--- config.mk ---
export PLATFORM = sky130hd
export DESIGN_NAME = tpf_ctrl
export DESIGN_NICKNAME = d
export VERILOG_FILES = /design/src/trapezoid_profile_follower_unit_defines.svh /design/src/tpf_pkg.sv /design/src/tpf_ctrl.sv
export SDC_FILE = /design/constraint.sdc
export NUM_CORES = 1
export LEC_CHECK = 0
export BUFFER_PORTS_ARGS = -buffer_cell sky130_fd_sc_hd__buf_2
export CAP_MARGIN = 40
export CORE_AREA = 2 2 39 41
export DETAILED_ROUTE_END_ITERATION = 7
export DIE_AREA = 0 0 41 43
export PLACE_DENSITY = 0.83
export SLEW_MARGIN = 15
export SYNTH_ARGS = -nofsm -noshare
export SYNTH_HDL_FRONTEND = slang
export SYNTH_SLANG_ARGS = --single-unit
export TNS_END_PERCENT = 10
--- constraint.sdc ---
create_clock -name i_clk -period 3.77 [get_ports i_clk]
set_clock_uncertainty 0.15 [all_clocks]
set_input_delay 0.754 -clock i_clk [delete_from_list [all_inputs] [get_ports i_clk]]
set_output_delay 0.754 -clock i_clk [all_outputs]
set_load 0.01 [all_outputs]
--- src/trapezoid_profile_follower_unit_defines.svh ---
// ----------------------------------------------------------------------------
// Trapezoid profile follower assertion macros
// Shared property forms for the block's concurrent checks.
// ----------------------------------------------------------------------------
`ifndef TRAPEZOID_PROFILE_FOLLOWER_UNIT_DEFINES_SVH
`define TRAPEZOID_PROFILE_FOLLOWER_UNIT_DEFINES_SVH

// same-cycle implication
`define TPF_ASSERT_IMP(label, clk, rst_n, a, b, msg) \
    label: assert property (@(posedge clk) disable iff (!rst_n) (a) |-> (b)) \
        else $error(msg);

// next-cycle implication
`define TPF_ASSERT_NXT(label, clk, rst_n, a, b, msg) \
    label: assert property (@(posedge clk) disable iff (!rst_n) (a) |=> (b)) \
        else $error(msg);

`endif

--- src/tpf_pkg.sv ---
// ----------------------------------------------------------------------------
// Trapezoid profile follower package
// Constants, controller states, datapath operations and shared helpers.
// ----------------------------------------------------------------------------
package tpf_pkg;

    localparam int          TIMESTEP_MS = 10;
    localparam logic [16:0] TICK_TOP    = 17'h1FFFF;
    localparam logic [63:0] DRIVE_LIMIT = 64'd8323072;

    // x * TIMESTEP_MS / 1000 is x / 100; reciprocal exact for x below 2^31
    localparam logic [23:0] CENTI       = 24'd100;
    localparam logic [31:0] RECIP_CENTI = 32'd2748779070;

    typedef enum logic [2:0] {
        CFG_RAMP   = 3'd0,
        CFG_CRUISE = 3'd1,
        CFG_ACCEL  = 3'd2,
        CFG_PEAK   = 3'd3,
        CFG_KP     = 3'd4,
        CFG_KD     = 3'd5,
        CFG_KV     = 3'd6,
        CFG_KA     = 3'd7
    } t_cfg_idx;

    typedef enum logic [4:0] {
        ST_IDLE, ST_EVAL, ST_VWAIT, ST_POS, ST_PWAIT, ST_ERR, ST_RATE, ST_RWAIT,
        ST_MUL, ST_ACC, ST_LR, ST_CHK, ST_SHIFT, ST_DLW, ST_DR, ST_DRW, ST_OUT
    } t_state;

    typedef enum logic [4:0] {
        OP_NONE, OP_LOAD, OP_EVAL, OP_VEL_FIN, OP_POS_START, OP_POS_FIN, OP_ERR,
        OP_RATE_START, OP_RATE_FIN, OP_MUL, OP_ACC, OP_LR, OP_SHIFT, OP_DL_START,
        OP_DL_FIN, OP_DR_START, OP_DR_FIN, OP_OUT
    } t_op;

    typedef struct packed {
        t_op        op;
        logic [1:0] term;
    } t_cmd;

    typedef struct packed {
        logic div_done;
        logic prof_done;
        logic seg_cruise;
        logic over_limit;
        logic wide_mag;
        logic out_free;
    } t_stat;

    function automatic logic signed [31:0] sat32(input logic signed [63:0] x);
        if (x > 64'sd2147483647) begin
            return 32'sh7FFFFFFF;
        end else if (x < -64'sd2147483648) begin
            return 32'sh80000000;
        end
        return x[31:0];
    endfunction

endpackage

--- src/tpf_ctrl.sv ---
// ----------------------------------------------------------------------------
// Trapezoid profile follower controller
// Sequences one tick through the datapath operations.
// ----------------------------------------------------------------------------
module tpf_ctrl (
    input  logic           i_clk,
    input  logic           i_rst_n,
    input  logic           i_s_tvalid,
    output logic           o_s_tready,
    input  tpf_pkg::t_stat i_stat,
    output tpf_pkg::t_cmd  o_cmd
);

    tpf_pkg::t_state r_state, n_state;
    logic [1:0]      r_term, n_term;

    always_ff @(posedge i_clk) begin
        if (!i_rst_n) begin
            r_state <= tpf_pkg::ST_IDLE;
            r_term  <= '0;
        end else begin
            r_state <= n_state;
            r_term  <= n_term;
        end
    end

    always_comb begin
        n_state    = r_state;
        n_term     = r_term;
        o_cmd.op   = tpf_pkg::OP_NONE;
        o_cmd.term = r_term;
        o_s_tready = 1'b0;
        unique case (r_state)
            tpf_pkg::ST_IDLE: begin
                o_s_tready = 1'b1;
                if (i_s_tvalid) begin
                    o_cmd.op = tpf_pkg::OP_LOAD;
                    n_state  = tpf_pkg::ST_EVAL;
                end
            end
            tpf_pkg::ST_EVAL: begin
                o_cmd.op = tpf_pkg::OP_EVAL;
                if (i_stat.prof_done) begin
                    n_state = tpf_pkg::ST_OUT;
                end else if (i_stat.seg_cruise) begin
                    n_state = tpf_pkg::ST_POS;
                end else begin
                    n_state = tpf_pkg::ST_VWAIT;
                end
            end
            tpf_pkg::ST_VWAIT: begin
                if (i_stat.div_done) begin
                    o_cmd.op = tpf_pkg::OP_VEL_FIN;
                    n_state  = tpf_pkg::ST_POS;
                end
            end
            tpf_pkg::ST_POS: begin
                o_cmd.op = tpf_pkg::OP_POS_START;
                n_state  = tpf_pkg::ST_PWAIT;
            end
            tpf_pkg::ST_PWAIT: begin
                if (i_stat.div_done) begin
                    o_cmd.op = tpf_pkg::OP_POS_FIN;
                    n_state  = tpf_pkg::ST_ERR;
                end
            end
            tpf_pkg::ST_ERR: begin
                o_cmd.op = tpf_pkg::OP_ERR;
                n_state  = tpf_pkg::ST_RATE;
            end
            tpf_pkg::ST_RATE: begin
                o_cmd.op = tpf_pkg::OP_RATE_START;
                n_state  = tpf_pkg::ST_RWAIT;
            end
            tpf_pkg::ST_RWAIT: begin
                if (i_stat.div_done) begin
                    o_cmd.op = tpf_pkg::OP_RATE_FIN;
                    n_term   = '0;
                    n_state  = tpf_pkg::ST_MUL;
                end
            end
            tpf_pkg::ST_MUL: begin
                o_cmd.op = tpf_pkg::OP_MUL;
                n_state  = tpf_pkg::ST_ACC;
            end
            tpf_pkg::ST_ACC: begin
                o_cmd.op = tpf_pkg::OP_ACC;
                n_term   = r_term + 2'd1;
                n_state  = (r_term == 2'd3) ? tpf_pkg::ST_LR : tpf_pkg::ST_MUL;
            end
            tpf_pkg::ST_LR: begin
                o_cmd.op = tpf_pkg::OP_LR;
                n_state  = tpf_pkg::ST_CHK;
            end
            tpf_pkg::ST_CHK: begin
                n_state = i_stat.over_limit ? tpf_pkg::ST_SHIFT : tpf_pkg::ST_OUT;
            end
            tpf_pkg::ST_SHIFT: begin
                if (i_stat.wide_mag) begin
                    o_cmd.op = tpf_pkg::OP_SHIFT;
                end else begin
                    o_cmd.op = tpf_pkg::OP_DL_START;
                    n_state  = tpf_pkg::ST_DLW;
                end
            end
            tpf_pkg::ST_DLW: begin
                if (i_stat.div_done) begin
                    o_cmd.op = tpf_pkg::OP_DL_FIN;
                    n_state  = tpf_pkg::ST_DR;
                end
            end
            tpf_pkg::ST_DR: begin
                o_cmd.op = tpf_pkg::OP_DR_START;
                n_state  = tpf_pkg::ST_DRW;
            end
            tpf_pkg::ST_DRW: begin
                if (i_stat.div_done) begin
                    o_cmd.op = tpf_pkg::OP_DR_FIN;
                    n_state  = tpf_pkg::ST_OUT;
                end
            end
            tpf_pkg::ST_OUT: begin
                if (i_stat.out_free) begin
                    o_cmd.op = tpf_pkg::OP_OUT;
                    n_state  = tpf_pkg::ST_IDLE;
                end
            end
            default: n_state = tpf_pkg::ST_IDLE;
        endcase
    end

endmodule

==> results of run 1 <==
==> flip-flops by register name, indices dropped and copies added (netlist names) <==
name / count
r_state: 5
r_term: 2
==> logic make-up after synthesis <==
kind of cell / count (synthesis) / share of synthesized area [%]
XOR/XNOR: 1 / 1.23
buffers and inverters: 15 / 9.35
AO/OA/AOI/OAI: 35 / 34.7
flip-flops: 7 / 19.8
AND/OR/NAND/NOR: 42 / 33.2
adder cells (fa/ha/maj): 1 / 1.76
==> final timing paths <==
path / endpoint / slack [ps] / cells past startpoint
worst min register to register: r_term[1] / 390 / 2
worst min-delay path: r_term[1] / 390 / 2
worst max-delay path: o_cmd[2] / 1000 / 5
worst max register to register: r_state[4] / 1710 / 4
==> per-stage QoR <==
step                power [mW]  setup WS (ps)
floorplan                0.163           1510
global placement         0.184           1330
detailed placement       0.187           1290
CTS                      0.257           1010
global route             0.275            746
finish                   0.255           1000
==> cell usage after synthesis (4+ instances only) <==
| library cell | n | area share (%) |
|---|---|---|
| sky130_fd_sc_hd__dfxtp_1 | 7 | 20 |
| sky130_fd_sc_hd__o21ai_0 | 7 | 4.9 |
| sky130_fd_sc_hd__nand2_1 | 9 | 4.8 |
| sky130_fd_sc_hd__a31oi_1 | 4 | 3.5 |
| sky130_fd_sc_hd__nor4_1 | 4 | 3.5 |
| sky130_fd_sc_hd__nor2_1 | 9 | 4.8 |
| sky130_fd_sc_hd__inv_1 | 5 | 2.6 |
| sky130_fd_sc_hd__nand2b_1 | 5 | 4.4 |
| sky130_fd_sc_hd__clkbuf_1 | 6 | 3.2 |
| sky130_fd_sc_hd__a21boi_0 | 4 | 4.2 |
| sky130_fd_sc_hd__a21oi_1 | 6 | 4.2 |
==> layout make-up <==
cell class,count,area (um2),share of cell area [%]
Tap cell,16,20.0,2.54
Sequential cell,7,140,17.8
Inverter,5,18.8,2.38
Timing Repair Buffer,16,80.1,10.2
Clock buffer,4,26.3,3.33
Multi-Input combinational cell,79,503,63.8
==> where the power goes <==
| part | switching (mW) | internal, mW | total, mW |
|---|---|---|---|
| Sequential | 0.0256 | 0.0792 | 0.105 |
| Combinational | 0.0436 | 0.0381 | 0.0817 |
| Clock | 0.0281 | 0.0404 | 0.0685 |
| Total | 0.0973 | 0.158 | 0.255 |
==> routing by layer <==
metal | vias up | global-route usage [%]
met3 | 0 | 6.81
met1 | 376 | 28.5
met4 | 0 | 4.67
li1 | 395 | -
met2 | 31 | 37.5
met5 | - | 0
==> critical path: cells and delay by family (launching register included) <==
kind | cells | cell delay [ps]
AO/OA/AOI/OAI | 2 | 210
XOR/XNOR | 1 | 340
buffers and inverters | 1 | 150
flip-flops | 1 | 700
AND/OR/NAND/NOR | 1 | 210
==> results_tabular.tex, run 1 <==
\begin{tabular}{lr}
\hline
Metric & Value \\
\hline
\multicolumn{2}{l}{\textbf{Clock network}} \\
\quad Clk sinks & 7 \\
\quad Clock latency reported for the late side of the worst-skew pair & 250 ps \\
\quad Max Buffers Root-to-Sink & 2 \\
\quad CTS Buf Count & 3 \\
\quad Number of setup buffers added after CTS & 0 \\
\quad CTS clock-pin slew for the worst setup and hold paths & 60 ps \\
\quad Post-CTS Hold Fix Bufs & 0 \\
\quad Number of levels the H-tree was split into & 1 \\
\quad Root Buffer Master & sky130\_fd\_sc\_hd\_\_clkbuf\_4 \\
\quad Cts repair resizes & 0 \\
\quad TritonCTS clock tree & yes \\
\multicolumn{2}{l}{\textbf{Cells and area}} \\
\quad Area delta synth->final & 11.1\% \\
\quad Commonest non-fill, non-tap cell in the layout & sky130\_fd\_sc\_hd\_\_buf\_2 \\
\quad Fillers & 140 \\
\quad Non-filler instance count after layout & 127 \\
\quad Final standard cell area without fillers & 788 um2 \\
\quad Antenna cell count & 0 \\
\quad Number of nets in the final layout & 122 \\
\quad End-of-flow core utilization & 57.0\% \\
\quad Leading cell types in the layout, fill and taps excluded & sky130\_fd\_sc\_hd\_\_buf\_2 (16), sky130\_fd\_sc\_hd\_\_nand2\_1 (9), sky130\_fd\_sc\_hd\_\_nor2\_1 (9) \\
\quad Ratio of cells with drive above 1 in the final layout & 20.7\% \\
\multicolumn{2}{l}{\textbf{Die}} \\
\quad Std cell rows & 14 \\
\quad I/O pin count & 17 \\
\quad Horizontal extent of the die & 41 um \\
\quad Overall die area & 1760 um2 \\
\quad Core outline area & 1380 um2 \\
\quad Die Span Y & 43 um \\
\quad Starting utilization of the core area & 51.3\% \\
\multicolumn{2}{l}{\textbf{Routing}} \\
\quad Via count & 802 \\
\quad Number of nets still failing antenna checks after routing & 0 \\
\quad Detailed Route WL & 1.79 mm \\
\quad Initial detailed-routing violation count & 16 \\
\quad Total DRC errors in the routed layout & 0 \\
\quad WL/cell & 14.1 um \\
\quad Detailed route wirelength on metal3 & 120 um \\
\quad Via-per-instance ratio & 6.31 \\
\quad Routed length on met1 & 766 um \\
\quad Detailed-routing iteration count for the pre-antenna-repair pass & 4 \\
\quad Highest routed metal layer & met3 \\
\quad Met2 wirelength from detailed routing & 898 um \\
\multicolumn{2}{l}{\textbf{Critical path}} \\
\quad Worst Path Required & 2870 ps \\
\quad Capturing element type of the critical path & output port \\
\quad Cell with the largest stage delay on the worst path & sky130\_fd\_sc\_hd\_\_dfxtp\_1 \\
\quad Critical path start-end classification & flip-flop to output port \\
\quad Largest incremental delay on the critical path & 700 ps \\
\quad Reg-to-reg startpoint & r\_state[2] \\
\quad Source of the critical timing path & r\_state[2] \\
\quad Arr. time, crit path & 1870 ps \\
\quad Critical path peak fanout & 19 \\
\quad CP Cell Sequence & xor2\_1 -> nor3b\_1 -> o21ai\_0 -> a21oi\_1 -> buf\_2 \\
\quad Type of origin of the critical path & flip-flop \\
\multicolumn{2}{l}{\textbf{Placed design}} \\
\quad Final weighted congestion of routability-driven global placement & 0.863 \\
\quad Port Buffers & 16 \\
\quad Placed instance area & 762 um2 \\
\quad Cell count after placement & 123 \\
\quad DP Wirelength & 1.26 mm \\
\multicolumn{2}{l}{\textbf{Yosys}} \\
\quad Fraction of the yosys area taken by sequential cells & 19.8\% \\
\quad Warnings from Yosys & 0 \\
\quad Share of async-settable or async-resettable flops after synthesis & 0\% \\
\quad Number of enable-type register cells in the synthesized netlist & 0 \\
\quad Count of unique library cells instantiated by Yosys & 42 \\
\quad Count of mapped cells out of synthesis & 101 \\
\quad Netlist Area Pre-Place & 709 um2 \\
\quad Syn avg cell area & 7.02 um2 \\
\quad Most used flip-flop cell after synthesis & sky130\_fd\_sc\_hd\_\_dfxtp\_1 \\
\quad Number of register bits inferred by synthesis & 7 \\
\quad Mapped Nets & 111 \\
\multicolumn{2}{l}{\textbf{Min path}} \\
\quad HP Class & flip-flop to flip-flop \\
\quad Launch point of the worst hold path & r\_term[1] \\
\multicolumn{2}{l}{\textbf{Global routing}} \\
\quad Sum of overflow across all layers after global routing & 0 \\
\quad Total routing resource utilization after global routing & 23.0\% \\
\quad Number of antenna violations at the first check in global routing & 0 \\
\quad Global-route wire length before repair & 2.91 mm \\
\quad Vias in the first global route & 707 \\
\quad Largest net degree at the start of global routing & 24 \\
\multicolumn{2}{l}{\textbf{Status}} \\
\quad Outcome & finished, final reports clean \\
\multicolumn{2}{l}{\textbf{Timing}} \\
\quad Slew Limit Headroom & 54.1\% \\
\quad Fin crit period & 2770 ps \\
\quad Pins Over Slew Limit & 0 \\
\quad Fmax & 361 MHz \\
\quad Hold slack final & 386 ps \\
\quad Least-Margin Pin Slew & 688 ps \\
\quad Setup repair after global routing missed its margin & no \\
\quad Number of setup violations in the final report & 0 \\
\quad Setup TNS & 0 ps \\
\quad Hold Violations, Final & 0 \\
\quad Final clock period utilization by the worst path & 73.5\% \\
\multicolumn{2}{l}{\textbf{Power and ir drop}} \\
\quad Power per cell area & 323 nW/um2 \\
\quad VDD IR-drop max & 0.000258 V \\
\quad Leakage & 0.326 nW \\
\multicolumn{2}{l}{\textbf{Flow run}} \\
\quad Number of maximum-capacitance constraint violations & 0 \\
\hline
\end{tabular}
Note: power is estimated with default switching activity, not from simulation.
==> run 2: changes to the inputs <==
--- a/config.mk
+++ b/config.mk
@@ -7,10 +7,10 @@
 export LEC_CHECK = 0
 export BUFFER_PORTS_ARGS = -buffer_cell sky130_fd_sc_hd__buf_2
 export CAP_MARGIN = 40
-export CORE_AREA = 2 2 39 41
+export CORE_MARGIN = 2
+export CORE_UTILIZATION = 51
 export DETAILED_ROUTE_END_ITERATION = 7
-export DIE_AREA = 0 0 41 43
-export PLACE_DENSITY = 0.83
+export PLACE_DENSITY = 0.81
 export SLEW_MARGIN = 15
 export SYNTH_ARGS = -nofsm -noshare
 export SYNTH_HDL_FRONTEND = slang
==> constraint.sdc (replaced) <==
create_clock -name i_clk -period 2.6 [get_ports i_clk]
set_clock_uncertainty 0.15 [all_clocks]
set_input_delay 0.52 -clock i_clk [delete_from_list [all_inputs] [get_ports i_clk]]
set_output_delay 0.52 -clock i_clk [all_outputs]
set_load 0.01 [all_outputs]
==> run 2 against run 1 <==
Effect of this change: register-to-register slack got worse by 1200 ps; via count rose by 1.0%; hold slack got worse by 2.5 ps; sequential share of layout area fell by 0.47 points; clock power rose by 52%; die area fell by 3.3%; non-clock buffer count rose by 3; utilization rose by 5.2 points; largest power group unchanged.
==> results_tabular.tex, run 2 (synthesis results as in run 1) <==
\begin{tabular}{lr}
\hline
Metric & Value \\
\hline
\multicolumn{2}{l}{\textbf{Cells and area}} \\
\quad Ratio of cells with drive above 1 in the final layout & 22.8\% (was 20.7\%) \\
\quad Multi-input logic area & 503 um2 (unchanged) \\
\quad Register bank with the most flops & r\_state (unchanged) \\
\quad Registers with the most flip-flops & r\_state x5, r\_term x2 (unchanged) \\
\quad Number of nets in the final layout & 125 (was 122) \\
\quad Fillers & 133 (was 140) \\
\quad Antenna cell count & 0 (unchanged) \\
\quad Area delta synth->final & 14.1\% (was 11.1\%) \\
\quad Commonest non-fill, non-tap cell in the layout & sky130\_fd\_sc\_hd\_\_buf\_2 (unchanged) \\
\quad End-of-flow core utilization & 62.2\% (was 57.0\%) \\
\quad Storage cell area & 140 um2 (unchanged) \\
\quad Leading cell types in the layout, fill and taps excluded & sky130\_fd\_sc\_hd\_\_buf\_2 (16), sky130\_fd\_sc\_hd\_\_nand2\_1 (9), sky130\_fd\_sc\_hd\_\_nor2\_1 (9) (unchanged) \\
\quad Number of flip-flops under the largest register name & 5 (unchanged) \\
\multicolumn{2}{l}{\textbf{Min path}} \\
\quad HP Class & flip-flop to flip-flop (unchanged) \\
\quad Cells on Worst Hold Path & 2 (unchanged) \\
\multicolumn{2}{l}{\textbf{Global routing}} \\
\quad Number of antenna violations at the first check in global routing & 0 (unchanged) \\
\quad Vias in the first global route & 721 (was 707) \\
\quad Global-route wire length before repair & 3.02 mm (was 2.91 mm) \\
\quad Largest net degree at the start of global routing & 22 (was 24) \\
\quad Total routing resource utilization after global routing & 26.2\% (was 23.0\%) \\
\quad Sum of overflow across all layers after global routing & 0 (unchanged) \\
\multicolumn{2}{l}{\textbf{Clock network}} \\
\quad Cts repair resizes & 0 (unchanged) \\
\quad Root Buffer Master & sky130\_fd\_sc\_hd\_\_clkbuf\_4 (unchanged) \\
\quad CTS Buf Count & 3 (unchanged) \\
\quad Clock latency reported for the late side of the worst-skew pair & 260 ps (was 250 ps) \\
\quad Clk sinks & 7 (unchanged) \\
\quad Number of levels the H-tree was split into & 1 (unchanged) \\
\quad Number of setup buffers added after CTS & 0 (unchanged) \\
\quad Post-CTS Hold Fix Bufs & 0 (unchanged) \\
\quad CTS clock-pin slew for the worst setup and hold paths & 60 ps (about the same) \\
\quad Max Buffers Root-to-Sink & 2 (unchanged) \\
\quad TritonCTS clock tree & yes (unchanged) \\
\multicolumn{2}{l}{\textbf{Die}} \\
\quad I/O pin count & 17 (unchanged) \\
\quad Starting utilization of the core area & 54.5\% (was 51.3\%) \\
\quad Core outline area & 1300 um2 (was 1380 um2) \\
\quad Horizontal extent of the die & 41.3 um (was 41 um) \\
\quad Std cell rows & 13 (was 14) \\
\quad Die Span Y & 41.3 um (was 43 um) \\
\quad Overall die area & 1710 um2 (was 1760 um2) \\
\multicolumn{2}{l}{\textbf{Critical path}} \\
\quad FF-to-FF path depth & 4 (unchanged) \\
\quad Capturing element type of the critical path & output port (unchanged) \\
\quad Worst Path Required & 1930 ps (was 2870 ps) \\
\quad Largest incremental delay on the critical path & 410 ps (was 700 ps) \\
\quad Critical register-to-register path endpoint & r\_state[4] (unchanged) \\
\quad WP depth & 5 (unchanged) \\
\quad Flop-to-flop setup slack & 510 ps (was 1710 ps) \\
\quad Reg-to-reg startpoint & r\_state[4] (was r\_state[2]) \\
\quad Worst Path Buf+Inv & 1 (unchanged) \\
\quad End of the critical path & o\_cmd[2] (unchanged) \\
\quad Critical path peak fanout & 10 (was 19) \\
\quad CP Cell Sequence & nor2\_1 -> and3\_1 -> o21ai\_0 -> a21oi\_1 -> buf\_2 (was xor2\_1 -> nor3b\_1 -> o21ai\_0 -> a21oi\_1 -> buf\_2) \\
\quad Source of the critical timing path & r\_state[1] (was r\_state[2]) \\
\quad Critical path start-end classification & flip-flop to output port (unchanged) \\
\quad Type of origin of the critical path & flip-flop (unchanged) \\
\quad Arr. time, crit path & 1700 ps (was 1870 ps) \\
\quad Cell with the largest stage delay on the worst path & sky130\_fd\_sc\_hd\_\_dfxtp\_1 (unchanged) \\
\quad Largest delay contributor family on the critical path & simple AND/OR/NAND/NOR gates (was flip-flops) \\
\multicolumn{2}{l}{\textbf{Placed design}} \\
\quad Port Buffers & 16 (unchanged) \\
\quad DP Wirelength & 1.31 mm (was 1.26 mm) \\
\quad Final weighted congestion of routability-driven global placement & 0.859 (was 0.863) \\
\multicolumn{2}{l}{\textbf{Power and ir drop}} \\
\quad VDD IR-drop max & 0.000289 V (was 0.000258 V) \\
\quad Power per cell area & 472 nW/um2 (was 323 nW/um2) \\
\quad Leakage & 0.342 nW (was 0.326 nW) \\
\multicolumn{2}{l}{\textbf{Status}} \\
\quad Outcome & finished, final reports clean (unchanged) \\
\multicolumn{2}{l}{\textbf{Routing}} \\
\quad Via count & 810 (was 802) \\
\quad Total DRC errors in the routed layout & 0 (unchanged) \\
\quad Number of nets still failing antenna checks after routing & 0 (unchanged) \\
\quad Detailed-routing iteration count for the pre-antenna-repair pass & 4 (unchanged) \\
\quad Detailed Route WL & 1.90 mm (was 1.79 mm) \\
\quad WL/cell & 14.7 um (was 14.1 um) \\
\quad Via-per-instance ratio & 6.28 (was 6.31) \\
\quad Initial detailed-routing violation count & 31 (was 16) \\
\multicolumn{2}{l}{\textbf{Timing}} \\
\quad Fmax & 422 MHz \\
\quad Hold Violations, Final & 0 (unchanged) \\
\quad Fin crit period & 2370 ps \\
\quad Final clock period utilization by the worst path & 91.1\% \\
\quad Pins Over Slew Limit & 0 (unchanged) \\
\quad Slew Limit Headroom & 55.8\% (was 54.1\%) \\
\quad Setup TNS & 0 ps (unchanged) \\
\quad Hold slack final & 383 ps (was 386 ps) \\
\quad Number of setup violations in the final report & 0 (unchanged) \\
\quad Least-Margin Pin Slew & 663 ps (was 688 ps) \\
\quad Setup repair after global routing missed its margin & no (unchanged) \\
\multicolumn{2}{l}{\textbf{Flow run}} \\
\quad Number of maximum-capacitance constraint violations & 0 (unchanged) \\
\hline
\end{tabular}
## run 2: area by class of cell
class                      instances  area share, %
timing repair buffer              19           12.7
inverter                           5           2.32
multi-input combinational         79           62.1
sequential                         7           17.3
tap                               15           2.32
clock buffer                       4           3.25
## run 2: worst register-to-register path, stage by stage, from the launching register on
cell	delay, ps
sky130_fd_sc_hd__dfxtp_1	740
sky130_fd_sc_hd__nor2_1	130
sky130_fd_sc_hd__a22oi_2	340
sky130_fd_sc_hd__or4b_1	480
sky130_fd_sc_hd__a21boi_1	170
## run 2: how the worst min path moves through the flow
stage	to	start	slack, ps
2_1_floorplan	r_term[1]	r_term[1]	380
3_3_place_gp	r_term[1]	r_term[1]	370
3_5_place_dp	r_term[1]	r_term[1]	370
4_1_cts	r_term[1]	r_term[1]	380
5_1_grt	r_state[2]	i_rst_n	410
6_report	r_term[1]	r_term[1]	380
## run 2: per-stage QoR
| step | cell area (um2) | setup slack, ps | instances | total power, mW |
|---|---|---|---|---|
| after floorplan | 709 | 575 | 101 | 0.237 |
| after global placement | 783 | 561 | 125 | 0.271 |
| after detailed placement | 783 | 516 | 125 | 0.276 |
| after CTS | 810 | 239 | 129 | 0.379 |
| after global routing | 810 | 18.0 | 129 | 0.406 |
| final | 810 | 232 | 129 | 0.382 |
## run 2: routing by layer
| layer | track usage, % | wire length [um] | part of all wire (%) | up-vias |
|---|---|---|---|---|
| li1 | - | - | - | 399 |
| met1 | 32.3 | 791 | 42 | 365 |
| met2 | 46.5 | 957 | 50 | 44 |
| met3 | 4.79 | 134 | 7.0 | 2 |
| met4 | 6.45 | 18 | 0.95 | 0 |
| met5 | 0 | 0 | 0 | - |
## run 2: power breakdown
group          total, mW  internal [mW]  leakage, nW  switching, mW
registers          0.147          0.115       0.0569         0.0318
logic              0.131         0.0586        0.271         0.0726
clock network      0.104         0.0589       0.0150         0.0451
==> run 3: changes to the inputs <==
--- a/config.mk
+++ b/config.mk
@@ -10,6 +10,7 @@
 export CORE_MARGIN = 2
 export CORE_UTILIZATION = 51
 export DETAILED_ROUTE_END_ITERATION = 7
+export MAX_ROUTING_LAYER = met4
 export PLACE_DENSITY = 0.81
 export SLEW_MARGIN = 15
 export SYNTH_ARGS = -nofsm -noshare
==> run 3 against run 2 <==
Effect of this change: power decreased by 0.17%; highest routed layer unchanged; global-route usage increased by 1.1 points; combinational power about the same; sequential share of layout area unchanged; largest cell class unchanged; clock-buffer cell count unchanged.
==> results_tabular.tex, run 3 (synthesis results as in run 1) <==
\begin{tabular}{lr}
\hline
Metric & Value \\
\hline
\multicolumn{2}{l}{\textbf{Status}} \\
\quad Outcome & finished, final reports clean (unchanged) \\
\multicolumn{2}{l}{\textbf{Die}} \\
\quad Horizontal extent of the die & 41.3 um (unchanged) \\
\quad Overall die area & 1710 um2 (unchanged) \\
\quad Die Span Y & 41.3 um (unchanged) \\
\quad I/O pin count & 17 (unchanged) \\
\quad Starting utilization of the core area & 54.5\% (unchanged) \\
\quad Std cell rows & 13 (unchanged) \\
\quad Core outline area & 1300 um2 (unchanged) \\
\multicolumn{2}{l}{\textbf{Critical path}} \\
\quad Arr. time, crit path & 1700 ps (about the same) \\
\quad Worst Path Required & 1930 ps (about the same) \\
\quad Critical path peak fanout & 10 (unchanged) \\
\quad Type of origin of the critical path & flip-flop (unchanged) \\
\quad Cell with the largest stage delay on the worst path & sky130\_fd\_sc\_hd\_\_dfxtp\_1 (unchanged) \\
\quad CP Cell Sequence & xor2\_1 -> nor3b\_1 -> o21ai\_0 -> a21oi\_1 -> buf\_2 (was nor2\_1 -> and3\_1 -> o21ai\_0 -> a21oi\_1 -> buf\_2) \\
\quad Largest incremental delay on the critical path & 530 ps (was 410 ps) \\
\quad Capturing element type of the critical path & output port (unchanged) \\
\quad Critical path start-end classification & flip-flop to output port (unchanged) \\
\multicolumn{2}{l}{\textbf{Timing}} \\
\quad Pins Over Slew Limit & 0 (unchanged) \\
\quad Final clock period utilization by the worst path & 91.0\% (was 91.1\%) \\
\quad Slew Limit Headroom & 57.6\% (was 55.8\%) \\
\quad Hold slack final & 377 ps (was 383 ps) \\
\quad Worst Slack Setup Final & 233 ps (was 232 ps) \\
\quad Setup repair after global routing missed its margin & no (unchanged) \\
\quad Hold Violations, Final & 0 (unchanged) \\
\quad Least-Margin Pin Slew & 635 ps (was 663 ps) \\
\quad Fin crit period & 2370 ps (about the same) \\
\quad Setup TNS & 0 ps (unchanged) \\
\quad Number of setup violations in the final report & 0 (unchanged) \\
\quad Fmax & 422 MHz (about the same) \\
\multicolumn{2}{l}{\textbf{Power and ir drop}} \\
\quad VDD IR-drop max & 0.000288 V (was 0.000289 V) \\
\quad Power consumption & 381 uW (was 382 uW) \\
\quad Power per cell area & 471 nW/um2 (was 472 nW/um2) \\
\quad Leakage & 0.342 nW (unchanged) \\
\multicolumn{2}{l}{\textbf{Routing}} \\
\quad Total DRC errors in the routed layout & 0 (unchanged) \\
\quad Number of nets still failing antenna checks after routing & 0 (unchanged) \\
\quad WL/cell & 14.6 um (was 14.7 um) \\
\quad Via-per-instance ratio & 6.32 (was 6.28) \\
\quad Initial detailed-routing violation count & 21 (was 31) \\
\quad Detailed-routing iteration count for the pre-antenna-repair pass & 4 (unchanged) \\
\quad Detailed Route WL & 1.89 mm (was 1.90 mm) \\
\quad Via count & 815 (was 810) \\
\multicolumn{2}{l}{\textbf{Cells and area}} \\
\quad Number of flip-flops under the largest register name & 5 (unchanged) \\
\quad Number of nets in the final layout & 125 (unchanged) \\
\quad End-of-flow core utilization & 62.2\% (unchanged) \\
\quad Area delta synth->final & 14.1\% (unchanged) \\
\quad Leading cell types in the layout, fill and taps excluded & sky130\_fd\_sc\_hd\_\_buf\_2 (16), sky130\_fd\_sc\_hd\_\_nand2\_1 (9), sky130\_fd\_sc\_hd\_\_nor2\_1 (9) (unchanged) \\
\quad Final standard cell area without fillers & 810 um2 (unchanged) \\
\quad Registers with the most flip-flops & r\_state x5, r\_term x2 (unchanged) \\
\quad Storage cell area & 140 um2 (unchanged) \\
\quad Register bank with the most flops & r\_state (unchanged) \\
\quad Commonest non-fill, non-tap cell in the layout & sky130\_fd\_sc\_hd\_\_buf\_2 (unchanged) \\
\quad Antenna cell count & 0 (unchanged) \\
\quad Multi-input logic area & 503 um2 (unchanged) \\
\quad Non-filler instance count after layout & 129 (unchanged) \\
\quad Fillers & 133 (unchanged) \\
\quad Ratio of cells with drive above 1 in the final layout & 22.8\% (unchanged) \\
\multicolumn{2}{l}{\textbf{Placed design}} \\
\quad Final weighted congestion of routability-driven global placement & 0.872 (was 0.859) \\
\quad DP Wirelength & 1.31 mm (unchanged) \\
\quad Post-Place Setup Slack & 516 ps (unchanged) \\
\quad Cell count after placement & 125 (unchanged) \\
\quad Port Buffers & 16 (unchanged) \\
\quad Placed instance area & 783 um2 (unchanged) \\
\multicolumn{2}{l}{\textbf{Clock network}} \\
\quad Number of levels the H-tree was split into & 1 (unchanged) \\
\quad CTS clock-pin slew for the worst setup and hold paths & 60 ps (about the same) \\
\quad Clock latency reported for the late side of the worst-skew pair & 260 ps (about the same) \\
\quad Clk sinks & 7 (unchanged) \\
\quad Root Buffer Master & sky130\_fd\_sc\_hd\_\_clkbuf\_4 (unchanged) \\
\quad CTS Buf Count & 3 (unchanged) \\
\quad Max Buffers Root-to-Sink & 2 (unchanged) \\
\quad TritonCTS clock tree & yes (unchanged) \\
\quad Cts repair resizes & 0 (unchanged) \\
\quad Post-CTS Hold Fix Bufs & 0 (unchanged) \\
\quad Number of setup buffers added after CTS & 0 (unchanged) \\
\multicolumn{2}{l}{\textbf{Global routing}} \\
\quad Sum of overflow across all layers after global routing & 0 (unchanged) \\
\quad Vias in the first global route & 720 (was 721) \\
\quad Total routing resource utilization after global routing & 27.2\% (was 26.2\%) \\
\quad GR peak layer & met2 (unchanged) \\
\quad Global-route wire length before repair & 3.06 mm (was 3.02 mm) \\
\quad Largest net degree at the start of global routing & 22 (unchanged) \\
\quad Global-route track usage on met1 & 32.9\% (was 32.3\%) \\
\quad Number of antenna violations at the first check in global routing & 0 (unchanged) \\
\quad Met3 GRT Util & 4.79\% (unchanged) \\
\quad Met2 capacity usage during global routing & 46.9\% (was 46.5\%) \\
\multicolumn{2}{l}{\textbf{Flow run}} \\
\quad Number of maximum-capacitance constraint violations & 0 (unchanged) \\
\multicolumn{2}{l}{\textbf{Min path}} \\
\quad HP Class & flip-flop to flip-flop (unchanged) \\
\hline
\end{tabular}
[run 3: routing by layer]
metal  up-vias  wire length [um]
li1        400                 -
met5         -                 0
met2        49               942
met4         0                18
met1       364               775
met3         2               152
[run 3: cell type report]
class | count | share of cell area, %
inverters | 5 | 2.32
clock buffers | 4 | 3.25
multi-input cells | 79 | 62.1
well taps | 15 | 2.32
flip-flops and latches | 7 | 17.3
repair buffers | 19 | 12.7
[run 3: power breakdown]
group	internal, mW	switching [mW]	total, mW
combinational	0.0586	0.0726	0.131
clock	0.0589	0.0454	0.104
sequential	0.115	0.0310	0.146
[run 3: worst paths after layout]
path / depth (start not counted) / endpoint / slack [ps] / startpoint
hold / removal: 2 / r_term[1] / 380 / r_term[1]
hold reg to reg: 2 / r_term[1] / 380 / r_term[1]
setup / recovery: 5 / o_cmd[2] / 230 / r_state[1]
setup reg to reg: 4 / r_state[4] / 540 / r_state[4]
[run 3: worst max-delay path: cells and delay by family (launching register included)]
kind	cells	cell delay, ps
flip-flops	1	530
AO/OA/AOI/OAI	2	220
buffers and inverters	1	150
XOR/XNOR	1	330
AND/OR/NAND/NOR	1	210
